==> config.mk <==
export PLATFORM = sky130hd
export DESIGN_NAME = tdpt_serdiv
export DESIGN_NICKNAME = d
export VERILOG_FILES = /design/src/rtl/tdpt_pkg.sv /design/src/rtl/tdpt_serdiv.sv
export SDC_FILE = /design/constraint.sdc
export NUM_CORES = 1
export LEC_CHECK = 0
export ABC_AREA = 1
export BUFFER_PORTS_ARGS = -buffer_cell sky130_fd_sc_hd__clkbuf_2
export CAP_MARGIN = 20
export CELL_PAD_IN_SITES_DETAIL_PLACEMENT = 1
export CELL_PAD_IN_SITES_GLOBAL_PLACEMENT = 1
export CORE_ASPECT_RATIO = 0.8
export CORE_MARGIN = 1
export CORE_UTILIZATION = 42
export DETAILED_ROUTE_END_ITERATION = 8
export GPL_TIMING_DRIVEN = 0
export HOLD_SLACK_MARGIN = 0.03
export PLACE_DENSITY_LB_ADDON = 0.15
export SETUP_SLACK_MARGIN = 0.05
export SYNTH_ARGS = -nofsm -noshare
export SYNTH_HDL_FRONTEND = slang
export SYNTH_SLANG_ARGS = --single-unit
==> constraint.sdc <==
create_clock -name clk -period 2.2 [get_ports clk]
set_input_delay 0.44 -clock clk [delete_from_list [all_inputs] [get_ports clk]]
set_output_delay 0.44 -clock clk [all_outputs]
set_load 0.01 [all_outputs]
==> src/rtl/tdpt_pkg.sv <==
// shared constants and types of the primality test
`default_nettype none

package tdpt_pkg;

    // width of the signed input value
    localparam int VALUE_WIDTH = 32;
    // magnitude bits of a non-negative value
    localparam int MAG_W = VALUE_WIDTH - 1;
    // iteration counter of the serial divider
    localparam int CNT_W = $clog2(MAG_W);
    localparam logic [CNT_W-1:0] CNT_LAST = CNT_W'(MAG_W - 1);

    // first trial divisor and divisor step
    localparam logic [MAG_W-1:0] FIRST_DIVISOR = MAG_W'(3);
    localparam logic [MAG_W-1:0] DIVISOR_STEP = MAG_W'(2);
    localparam logic [MAG_W-1:0] SMALLEST_PRIME = MAG_W'(2);

    // request to the serial divider
    typedef struct packed {
        logic             start;
        logic [MAG_W-1:0] dividend;
        logic [MAG_W-1:0] divisor;
    } tdpt_div_req_t;

    // response from the serial divider
    typedef struct packed {
        logic             done;
        logic [MAG_W-1:0] quotient;
        logic             rem_zero;
    } tdpt_div_rsp_t;

endpackage

`default_nettype wire

==> src/rtl/tdpt_serdiv.sv <==
// bit-serial restoring divider, one quotient bit per cycle
`default_nettype none

module tdpt_serdiv
(
    input  wire logic                    clk,
    input  wire logic                    rst_n,
    input  wire tdpt_pkg::tdpt_div_req_t req,
    output tdpt_pkg::tdpt_div_rsp_t      rsp
);

    logic                        active_reg, active_next;
    logic                        done_reg, done_next;
    logic [tdpt_pkg::CNT_W-1:0]  cnt_reg, cnt_next;
    logic [tdpt_pkg::MAG_W-1:0]  work_reg, work_next;
    logic [tdpt_pkg::MAG_W-1:0]  rem_reg, rem_next;
    logic [tdpt_pkg::MAG_W-1:0]  divisor_reg, divisor_next;
    logic [tdpt_pkg::MAG_W:0]    shifted;
    logic [tdpt_pkg::MAG_W:0]    diff;
    logic                        fits;

    // one restoring step: bring down the next dividend bit
    always_comb
    begin
        shifted = {rem_reg, work_reg[tdpt_pkg::MAG_W-1]};
        diff    = shifted - {1'b0, divisor_reg};
        fits    = shifted >= {1'b0, divisor_reg};
    end

    // load on start, then iterate over the dividend bits
    always_comb
    begin
        active_next  = active_reg;
        done_next    = 1'b0;
        cnt_next     = cnt_reg;
        work_next    = work_reg;
        rem_next     = rem_reg;
        divisor_next = divisor_reg;
        if (req.start)
        begin
            active_next  = 1'b1;
            cnt_next     = tdpt_pkg::CNT_LAST;
            work_next    = req.dividend;
            rem_next     = '0;
            divisor_next = req.divisor;
        end
        else if (active_reg)
        begin
            work_next = {work_reg[tdpt_pkg::MAG_W-2:0], fits};
            rem_next  = fits ? diff[tdpt_pkg::MAG_W-1:0] : shifted[tdpt_pkg::MAG_W-1:0];
            cnt_next  = cnt_reg - 1'b1;
            if (cnt_reg == '0)
            begin
                active_next = 1'b0;
                done_next   = 1'b1;
            end
        end
    end

    // control registers
    always_ff @(posedge clk or negedge rst_n)
    begin
        if (!rst_n)
        begin
            active_reg <= 1'b0;
            done_reg   <= 1'b0;
            cnt_reg    <= '0;
        end
        else
        begin
            active_reg <= active_next;
            done_reg   <= done_next;
            cnt_reg    <= cnt_next;
        end
    end

    // datapath registers
    always_ff @(posedge clk)
    begin
        work_reg    <= work_next;
        rem_reg     <= rem_next;
        divisor_reg <= divisor_next;
    end

    // quotient and remainder are final when done is high
    always_comb
    begin
        rsp.done     = done_reg;
        rsp.quotient = work_reg;
        rsp.rem_zero = rem_reg == '0;
    end

endmodule

`default_nettype wire

# Word level (Yosys, flattened, before mapping)
# Cells that the tools add are included.
# word_totals
output_inout_bits	33
ff_bits	100
word_cells	23
# classes
n_lt_le_gt_ge	1
addsub	2
n_mux	11
reduce_logical	3
# op_table
op	count
two-way mux 31 bit	3
greater-or-equal comparator 32 x 31 -> 1 bit	1
logical NOT 31 bit	1
subtractor 31 bit	1
two-way mux 5 bit	2
two-way mux 1 bit	6
logical NOT 5 bit	1
subtractor 5 x 1 -> 5 bit, second input constant	1
nonzero test 2 bit	1

# Longest topological paths before layout
# Gate-level depths: netlist (run 1).
# logic_depth
word_depth	4
ltp_mapped	17
mapped_depth_nobuf	16

# Least setup slack after synthesis (run 1)
# Ideal clock, no wire load.
# synth_timing
path_kind	input to register
startpoint	input req[62] in the netlist's numbering
endpoint	register work_reg[0] in the netlist's numbering (enable)
path_stages	4
path_buffers	2
arrival_time_ns	1.953
setup_time_ns	0.408
slack_ns	-0.160
path_cell_list	clkbuf_1 nor2_1 inv_1 clkbuf_1
# synth_via
elab_chain_cells	1
# synth_rtl
item	line_no	text
start: declaration	tdpt_serdiv.sv:8	input wire tdpt_pkg::tdpt_div_req_t req,
nonzero test 2 bit (no line)	-	
end signal: assignment	tdpt_serdiv.sv:80	work_reg <= work_next;
end: declaration	tdpt_serdiv.sv:15	logic [tdpt_pkg::MAG_W-1:0] work_reg, work_next;
# Every way passes these cells.
# A chain may end at the register's enable or synchronous reset.

# Worst setup path in the final report (run 1)
# layout_timing
startpoint	register rem_reg[23] in the netlist's numbering
endpoint	register rem_reg[27] in the netlist's numbering
# layout_via
elab_chain_cells	2
elab_cells_between_ends	3
classes_between	1 x add/sub; 1 x order compare; 1 x mux
# layout_rtl
item	line_no	text
start: declaration	tdpt_serdiv.sv:16	logic [tdpt_pkg::MAG_W-1:0] rem_reg, rem_next;
start signal: assignment	tdpt_serdiv.sv:81	rem_reg <= rem_next;
subtractor 31 bit or greater-or-equal comparator 32 x 31 -> 1 bit (tied branches)	tdpt_serdiv.sv:26, tdpt_serdiv.sv:27	
two-way mux 31 bit *	tdpt_serdiv.sv:50	rem_next = fits ? diff[tdpt_pkg::MAG_W-1:0] : shifted[tdpt_pkg::MAG_W-1:0];
# Mark *: on every way between the ends. The rest lies on a longest branch, timed or not.

==> results of run 1 <==
==> cells by family (layout without fill, tap and decap cells) <==
kind of cell	Yosys count	in the layout
DFF	100	100
buffers and inverters	209	345
adders and majority gates	34	34
AOI/OAI and AO/OA	39	39
xor gates and xnor gates	15	15
and+or+nand+nor	583	583
==> placed cells by master (no fill, tap or decap), types with 5 or more instances in the layout <==
master and n:
sky130_fd_sc_hd__nand2_1 377, sky130_fd_sc_hd__inv_1 170, sky130_fd_sc_hd__clkbuf_2 96, sky130_fd_sc_hd__edfxtp_1 62, sky130_fd_sc_hd__nand3_1 61, sky130_fd_sc_hd__nor2_1 36, sky130_fd_sc_hd__nand2_2 27, sky130_fd_sc_hd__dfxtp_1 26
sky130_fd_sc_hd__buf_4 21, sky130_fd_sc_hd__nand3_2 16, sky130_fd_sc_hd__nand3b_1 16, sky130_fd_sc_hd__ha_1 15, sky130_fd_sc_hd__a21oi_1 13, sky130_fd_sc_hd__xnor2_1 13, sky130_fd_sc_hd__ha_4 13, sky130_fd_sc_hd__o21ai_1 11
sky130_fd_sc_hd__inv_2 10, sky130_fd_sc_hd__clkbuf_16 10, sky130_fd_sc_hd__clkbuf_1 9, sky130_fd_sc_hd__nand4_1 9, sky130_fd_sc_hd__nor2_4 7, sky130_fd_sc_hd__dfrtp_1 7, sky130_fd_sc_hd__clkinv_1 6, sky130_fd_sc_hd__nand2_4 6
sky130_fd_sc_hd__nor2_2 5, sky130_fd_sc_hd__nor4_1 5, sky130_fd_sc_hd__ha_2 5
==> area by class of cell <==
cell class	count	area [µm²]	area share, %
Buffer	22	178	2.06
Clock inverter	7	92.6	1.07
Sequential cell	100	2670	30.9
Multi-Input combinational cell	671	3770	43.7
Tap cell	215	269	3.12
Inverter	186	698	8.09
Clock buffer	9	225	2.61
Timing Repair Buffer	121	732	8.48
==> through the flow <==
stage	power (µW)	instances	setup TNS (ns)	hold slack [ns]
2_1_floorplan	6510	980	0	0.144
3_3_place_gp	7850	1292	-64.24	0.287
3_5_place_dp	7970	1292	-75.43	0.283
4_1_cts	10300	1318	0	0.238
5_1_grt	12000	1331	-1.97	0.240
6_report	11300	1331	0	0.245
==> worst max path at each step <==
stage	from	endpoint	slack (ns)	cells after the start
2_1_floorplan	work_reg[30]$_DFFE_PP_	rem_reg[4]$_SDFFE_PP0P_	0.09	16
3_3_place_gp	req[62]	work_reg[23]$_DFFE_PP_	-1.03	5
3_5_place_dp	req[62]	work_reg[23]$_DFFE_PP_	-1.15	5
4_1_cts	divisor_reg[23]$_DFFE_PP_	rem_reg[5]$_SDFFE_PP0P_	0.05	15
5_1_grt	work_reg[30]$_DFFE_PP_	rem_reg[4]$_SDFFE_PP0P_	-0.11	17
6_report	rem_reg[23]$_SDFFE_PP0P_	rem_reg[27]$_SDFFE_PP0P_	0.02	11
==> layer usage <==
metal  global-route usage [%]  wire (µm)  vias to the layer above
met5                        0          0                        -
li1                         -          -                     3300
met4                     6.95        399                        0
met3                     4.34        796                       24
met1                     36.5      10700                     3209
met2                     43.2      10400                      122
==> power breakdown <==
part,switching [µW],total [µW],internal [µW]
Clock,837,1750,915
Sequential,443,2840,2400
Combinational,3940,6680,2740
==> what timing repair did <==
item / 4_1_cts / 5_1_grt
endpoints found under the hold margin: 7 / 0
setup buffers: 8 / 13
cloned: 1 / 1
setup endpoints to repair: 96 / 33
hold buffers: 1 / 0
resized for setup: 41 / 76
pin swaps: 6 / 10
==> flow_results.org, run 1 <==
** Global route
- Vias in the first global route :: 6,640
- Entering global routing, the biggest net connects 41 pins.
- The initial antenna violation count is 0.
- All-layer global routing usage :: 26.5%
- The first global-routing pass estimated 33,600 µm of wire.
- Global routing finished with a remaining overflow of 0.

** Final layout
- With fillers left out, the area of the finished cells amounts to 8630 µm².
- Antenna diode count :: 0
- Counting the fill cells in the layout gives 2,040.
- The post-route netlist has 23.2% of its cells at a drive strength greater than 1.
- Area growth from synthesis to layout :: 26.4%
- In the final design database the tool counted 1,210 nets.
- Final core area utilization :: 54.5%

** Timing
- Setup slack of the critical path after layout :: 0.0230 ns
- Headroom to the max-slew limit :: 56.3%
- Tmin final :: 2.18 ns
- Between clock sinks in the finished design, the worst skew comes to 0.00996 ns.
- Final-report setup violation count :: 0
- Setup repair after global routing could not meet its margin everywhere.
- The worst path uses 99.0% of the clock period.
- Timing-limited maximum frequency :: 459 MHz
- The number of failing hold endpoints at the final stage came to 0.
- Max Slew Vio Count :: 0
- At the pin with the least slew margin, the transition time is 0.656 ns.

** Synthesis
- By count the netlist is led by sky130_fd_sc_hd__nand2_1, sky130_fd_sc_hd__inv_1, sky130_fd_sc_hd__nand3_1, sky130_fd_sc_hd__edfxtp_1, sky130_fd_sc_hd__nor2_1.
- The mapped netlist covers 6830 µm².
- Of the post-synthesis cell area, the part taken by muxes is 0%.
- Summed over all instances, the cell type with the most area after synthesis is sky130_fd_sc_hd__edfxtp_1.
- Number of flops mapped to enable cells by yosys :: 62
- Of the total synthesized cell area, the portion taken by AND, OR, NAND and NOR gates is 37.3%.
- Synth warnings :: 0
- Sequential elements use 38.9% of the synthesized area.
- A synthesized cell averages 6.97 µm².
- Area contributors post-synth :: sky130_fd_sc_hd__edfxtp_1, sky130_fd_sc_hd__nand2_1, sky130_fd_sc_hd__inv_1
- The most used flip-flop cell after synthesis is sky130_fd_sc_hd__edfxtp_1.
- Summing the areas of all xor and xnor instances in the mapped netlist gives 1.92% of the synthesized area.
- Number of cells produced by synthesis :: 980
- Among all cell types in the netlist, the one instantiated most often is sky130_fd_sc_hd__nand2_1.
- Count of different cell masters after synthesis :: 40
- Fraction of registers with async set or reset after synthesis :: 7.00%
- In this run, synthesis produced a sequential element count of 100.
- The number of nets handed over by synthesis was 1,079.
- Area fraction in compound gates after synthesis :: 3.30%
- Main combinational cell family by area after synthesis :: simple AND/OR/NAND/NOR gates
- The share of synthesized area in the top cell type comes to 27.3%.
- Adder and majority gate portion of the synthesized area :: 6.34%

** Critical path
- Cell family with most CP delay :: simple AND/OR/NAND/NOR gates
- CP Cell Sequence :: ha_2, a21oi_1, nor2_1, nor2_1, nand2_1, a21oi_2, nand2_1, nand2_1, nand3_2, nand2_1, nand2_1
- The cell that appears most often on the critical path is sky130_fd_sc_hd__nand2_1.
- STA classifies the critical path endpoint as a flip-flop.
- Together, buffers and inverters on the worst path number 0.
- STA classifies the critical path startpoint as a flip-flop.
- STA puts the critical path data arrival time at 2.43 ns.
- Start of the worst register-to-register path :: rem_reg[23]$_SDFFE_PP0P_
- The critical path is of the reg2reg type.
- The worst register-to-register path has a setup slack of 0.02 ns.
- Logic depth of the worst register-to-register path :: 11
- Data on the critical path is required at its endpoint by 2.45 ns.
- Endpoint of the worst-slack reg-to-reg timing path :: rem_reg[27]$_SDFFE_PP0P_
- In this design, the stage delay of the slowest critical-path cell is 0.46 ns.
- In this run the worst path has a maximum fanout of 5.
- The slowest stage of the critical path belongs to the cell sky130_fd_sc_hd__dfxtp_1.

** Drt
- Once detail routing completed, the nets flagged for antenna violations numbered 0.
- DRT Pass-1 Iters :: 5
- Avg WL per Cell :: 16.7 µm
- Number of remaining DRC errors :: 0
- After detailed routing, the total wire length is 22,300 µm.
- Via count :: 6,655
- Post-DR vias/cell :: 5.00
- Detailed router's first-iteration violation count :: 298

** Placed design
- Last weighted congestion value of the routability-driven placer :: 0.891
- Once detailed placement completed, the half-perimeter wirelength came to 16,200 µm.
- After detailed placement, the total cell area comes to 7580 µm².
- Number of buffer cells added on primary ports :: 97
- Post-placement worst setup slack :: -1.15 ns

** Clock tree
- TritonCTS buffer count :: 9
- Clock-pin slew was measured on the worst setup and hold paths at 0.08 ns.
- The longest clock path from root to sink contains 2 buffers.
- TritonCTS built the clock tree.
- CTS placed an instance of sky130_fd_sc_hd__clkbuf_16 at the clock tree root.
- Clock insertion delay at the later pin of the skew report :: 0.36 ns
- Number of sinks on the clock net :: 100
- The H-tree was split into 3 levels.

** Floorplanning
- Core box area :: 15,900 µm²
- Starting utilization of the core area :: 43.1%
- Die footprint :: 16,800 µm²
- The die is 145 µm wide.
- During I/O placement, the number of pins put on the boundary was 98.
- Rows :: 41
- Measured along the y axis, the die boundary spans 116 µm.

** Hold path
- Worst hold start :: req[16]
- Capture endpoint of the worst hold path :: divisor_reg[16]$_DFFE_PP_
- Along the worst hold path, the cell count comes to 1.
- Tightest Hold Check Type :: in2reg

** Run
- The tool flagged a number of max-cap violations equal to 0.

** Power and ir drop
- Dividing total power by cell area gives a power density of 1310 nW/µm².
- Static leakage power :: 0.00454 µW
- IR analysis of the VDD net gives a maximum drop of 0.000520 V.

** Status
- Run status :: finished clean
Power figures use the tool's default switching activity.
==> run 2, diff against run 1 <==
--- a/config.mk
+++ b/config.mk
@@ -11,7 +11,7 @@
 export CELL_PAD_IN_SITES_DETAIL_PLACEMENT = 1
 export CELL_PAD_IN_SITES_GLOBAL_PLACEMENT = 1
 export CORE_ASPECT_RATIO = 0.8
-export CORE_MARGIN = 1
+export CORE_MARGIN = 5
 export CORE_UTILIZATION = 42
 export DETAILED_ROUTE_END_ITERATION = 8
 export GPL_TIMING_DRIVEN = 0
==> run 2 against run 1 <==
Net effect:
- the flow now finishes with violations (negative setup slack)
- sequential share of layout area rose by 0.52 points
- die area rose by 13%
- via count fell by 0.51%
- first-iteration DRC count rose by 23%
- final cell count fell by 0.45%
- critical path depth rose by 4
- clock power fell by 9.7%
- register-to-register slack got worse by 0.03 ns
- routed wire length rose by 0.62%
- count of clock-buffer cells in the layout did not move
- fmax fell by 1.3%
- critical endpoint is now rem_reg[24]$_SDFFE_PP0P_
==> flow_results.org, run 2 (synthesis gave the netlist of run 1 again) <==
** Status
- Run status :: complete, but fails checks
- Violated checks :: negative setup slack

** Timing
- The number of failing hold endpoints at the final stage was 0.
- Across the routed clock network, the largest skew measured is 0.00920 ns.
- Max Slew Vio Count :: 0
- Setup violations remaining at the end of the flow were counted as 1.
- For the pin with the worst max-slew slack, the measured transition is 0.652 ns.
- Headroom to the max-slew limit :: 56.5%
- Of the available clock period, the critical path in the final layout requires 100%.
- Timing-limited maximum frequency :: 454 MHz
- Setup repair after global routing missed its margin :: yes
- Adding up every negative setup slack in the final design gives -0.00468 ns.
- Setup slack of the critical path after layout :: -0.00468 ns
- Tmin final :: 2.20 ns
- Worst Hold Margin :: 0.252 ns

** Critical path
- Setup slack, reg-to-reg :: -0.005 ns
- Among all stages on the critical path, the largest delay is contributed by sky130_fd_sc_hd__edfxtp_1.
- The kind of cell with the highest combined delay along the critical path is simple AND/OR/NAND/NOR gates.
- Logic depth of the worst setup path including buffers :: 15
- For the worst setup path, the data arrival time is 2.45 ns.
- The critical path is of the reg2reg type.
- In this design, the critical path's most frequently occurring cell is sky130_fd_sc_hd__nand2_2.
- In this design, the stage delay of the slowest critical-path cell is 0.41 ns.
- In this run the worst path has a maximum fanout of 7.
- Startpoint types :: flip-flop
- Logic depth of the worst register-to-register path :: 15
- Worst path required time :: 2.45 ns
- Together, buffers and inverters on the worst path number 2.
- The critical path goes through ha_2, fa_2, inv_2, nand2_2, nand2_2, nand3_2, nand2_2, nand2_2, nand3_2, nand2_4, nand2_8, clkbuf_16, nand2_1, nand3_1, nand2_1.
- The worst setup path is captured at a flip-flop.

** Global route
- All-layer global routing usage :: 23.0%
- The initial antenna violation count is 0.
- Entering global routing, the biggest net connects 41 pins.
- Overflow after GRT :: 0
- Vias in the first global route :: 6,687
- The first global-routing pass estimated 34,500 µm of wire.

** Final layout
- In the final design database the tool counted 1,204 nets.
- The layout has 2,047 filler cells.
- Area growth from synthesis to layout :: 24.5%
- Layout cell share with drive strength beyond 1 :: 23.0%
- The number of antenna diodes in the final layout is 0.
- In the layout the commonest cells are sky130_fd_sc_hd__nand2_1, sky130_fd_sc_hd__inv_1, sky130_fd_sc_hd__clkbuf_2.
- The library cell used most frequently in the layout, excluding fill and tap cells, is sky130_fd_sc_hd__nand2_1.

** Floorplanning
- Vertical die dimension :: 124 µm
- Core box area :: 15,900 µm²
- Die Width :: 153 µm
- 98 I/O pins were placed.
- Rows :: 41
- Die footprint :: 18,900 µm²
- Starting utilization of the core area :: 43.1%

** Drt
- DRT Pass-1 Iters :: 5
- Post-DR vias/cell :: 5.00
- Dividing the detail-routed wire length by the instance count gives 16.9 µm.
- Via count :: 6,621
- Detailed router's first-iteration violation count :: 366
- Number of remaining DRC errors :: 0
- Remaining antenna violation count after routing :: 0
- Routed Wire Length :: 22,400 µm

** Clock tree
- The clock passes through at most 2 buffers.
- TritonCTS buffer count :: 9
- Number of sinks on the clock net :: 100
- Cell at the root of the clock tree :: sky130_fd_sc_hd__clkbuf_16
- CTS tree :: yes
- In this run the number of H-tree levels came out at 3.
- The later pin in the worst-skew pair is clocked with a latency of 0.36 ns.
- Clock-pin slew was measured on the worst setup and hold paths at 0.08 ns.

** Power and ir drop
- IR analysis of the VDD net gives a maximum drop of 0.000593 V.
- Pwr Density :: 1300 nW/µm²
- For this design the static power due to leakage is 0.00450 µW.

** Hold path
- The path class of the tightest hold or removal check is in2reg.
- Counting instances, the worst hold path has a depth of 1.

** Placed design
- Input and output buffers added on the ports amount to 97.
- The congestion estimate from routability-driven global placement came to 0.903.
- Summed over all nets, the half-perimeter wirelength after detailed placement is 16,700 µm.

** Run
- Across the run, the number of max-cap violations was 0.
[run 2: layer usage]
layer	GRT usage, %	wire length [µm]	vias up	part of all wire, %
li1	-	-	3284	-
met1	31.9	10400	3162	47
met2	38.1	10500	146	47
met3	3.54	1110	29	5.0
met4	5.79	369	0	1.6
met5	0	0	-	0
[run 2: metrics by stage]
stage	cell area, µm²	utilization (%)	total power (µW)	instances	worst slack, ns
3_5_place_dp	7580	47.8	8000	1292	-1.08
2_1_floorplan	6830	-	6510	980	0.0900
5_1_grt	8500	53.6	11900	1325	-0.121
4_1_cts	8210	51.8	10400	1319	0.00771
6_report	8500	53.6	11100	1325	-0.00468
3_3_place_gp	7580	47.8	7850	1292	-1.04
[run 2: area by class of cell]
class                   count  area, µm²  area share, %
plain buffers              23        196           2.31
clock buffers               9        225           2.65
clock inverters             7       68.8          0.810
inverters                 186        698           8.21
multi-input cells         671       3670           43.2
flip-flops and latches    100       2670           31.4
well taps                 215        269           3.16
repair buffers            114        699           8.23
[run 2: what timing repair did]
action,in CTS,in global routing
cloned,3,1
endpoints found under the setup margin,96,95
buffers inserted,7,5
resized for setup,48,64
pin swaps,14,18
endpoints found under the hold margin,7,0
hold buffers,1,0
[run 2: final timing paths]
kind,from,end
worst max register to register,divisor_reg[0]$_DFFE_PP_,rem_reg[24]$_SDFFE_PP0P_
max in group asynchronous,rst_n,active_reg$_DFF_PN0_
worst min-delay path,req[12],divisor_reg[12]$_DFFE_PP_
worst max-delay path,divisor_reg[0]$_DFFE_PP_,rem_reg[24]$_SDFFE_PP0P_
worst min register to register,rem_reg[17]$_SDFFE_PP0P_,rem_reg[17]$_SDFFE_PP0P_
min in group asynchronous,rst_n,cnt_reg[4]$_DFFE_PN0P_
[run 2: power by group]
part           internal [µW]  switching, µW  leakage, µW
logic                   2690           3980      0.00338
clock network            795            780     0.000137
registers               2400            403     0.000977
total                   5890           5160      0.00450
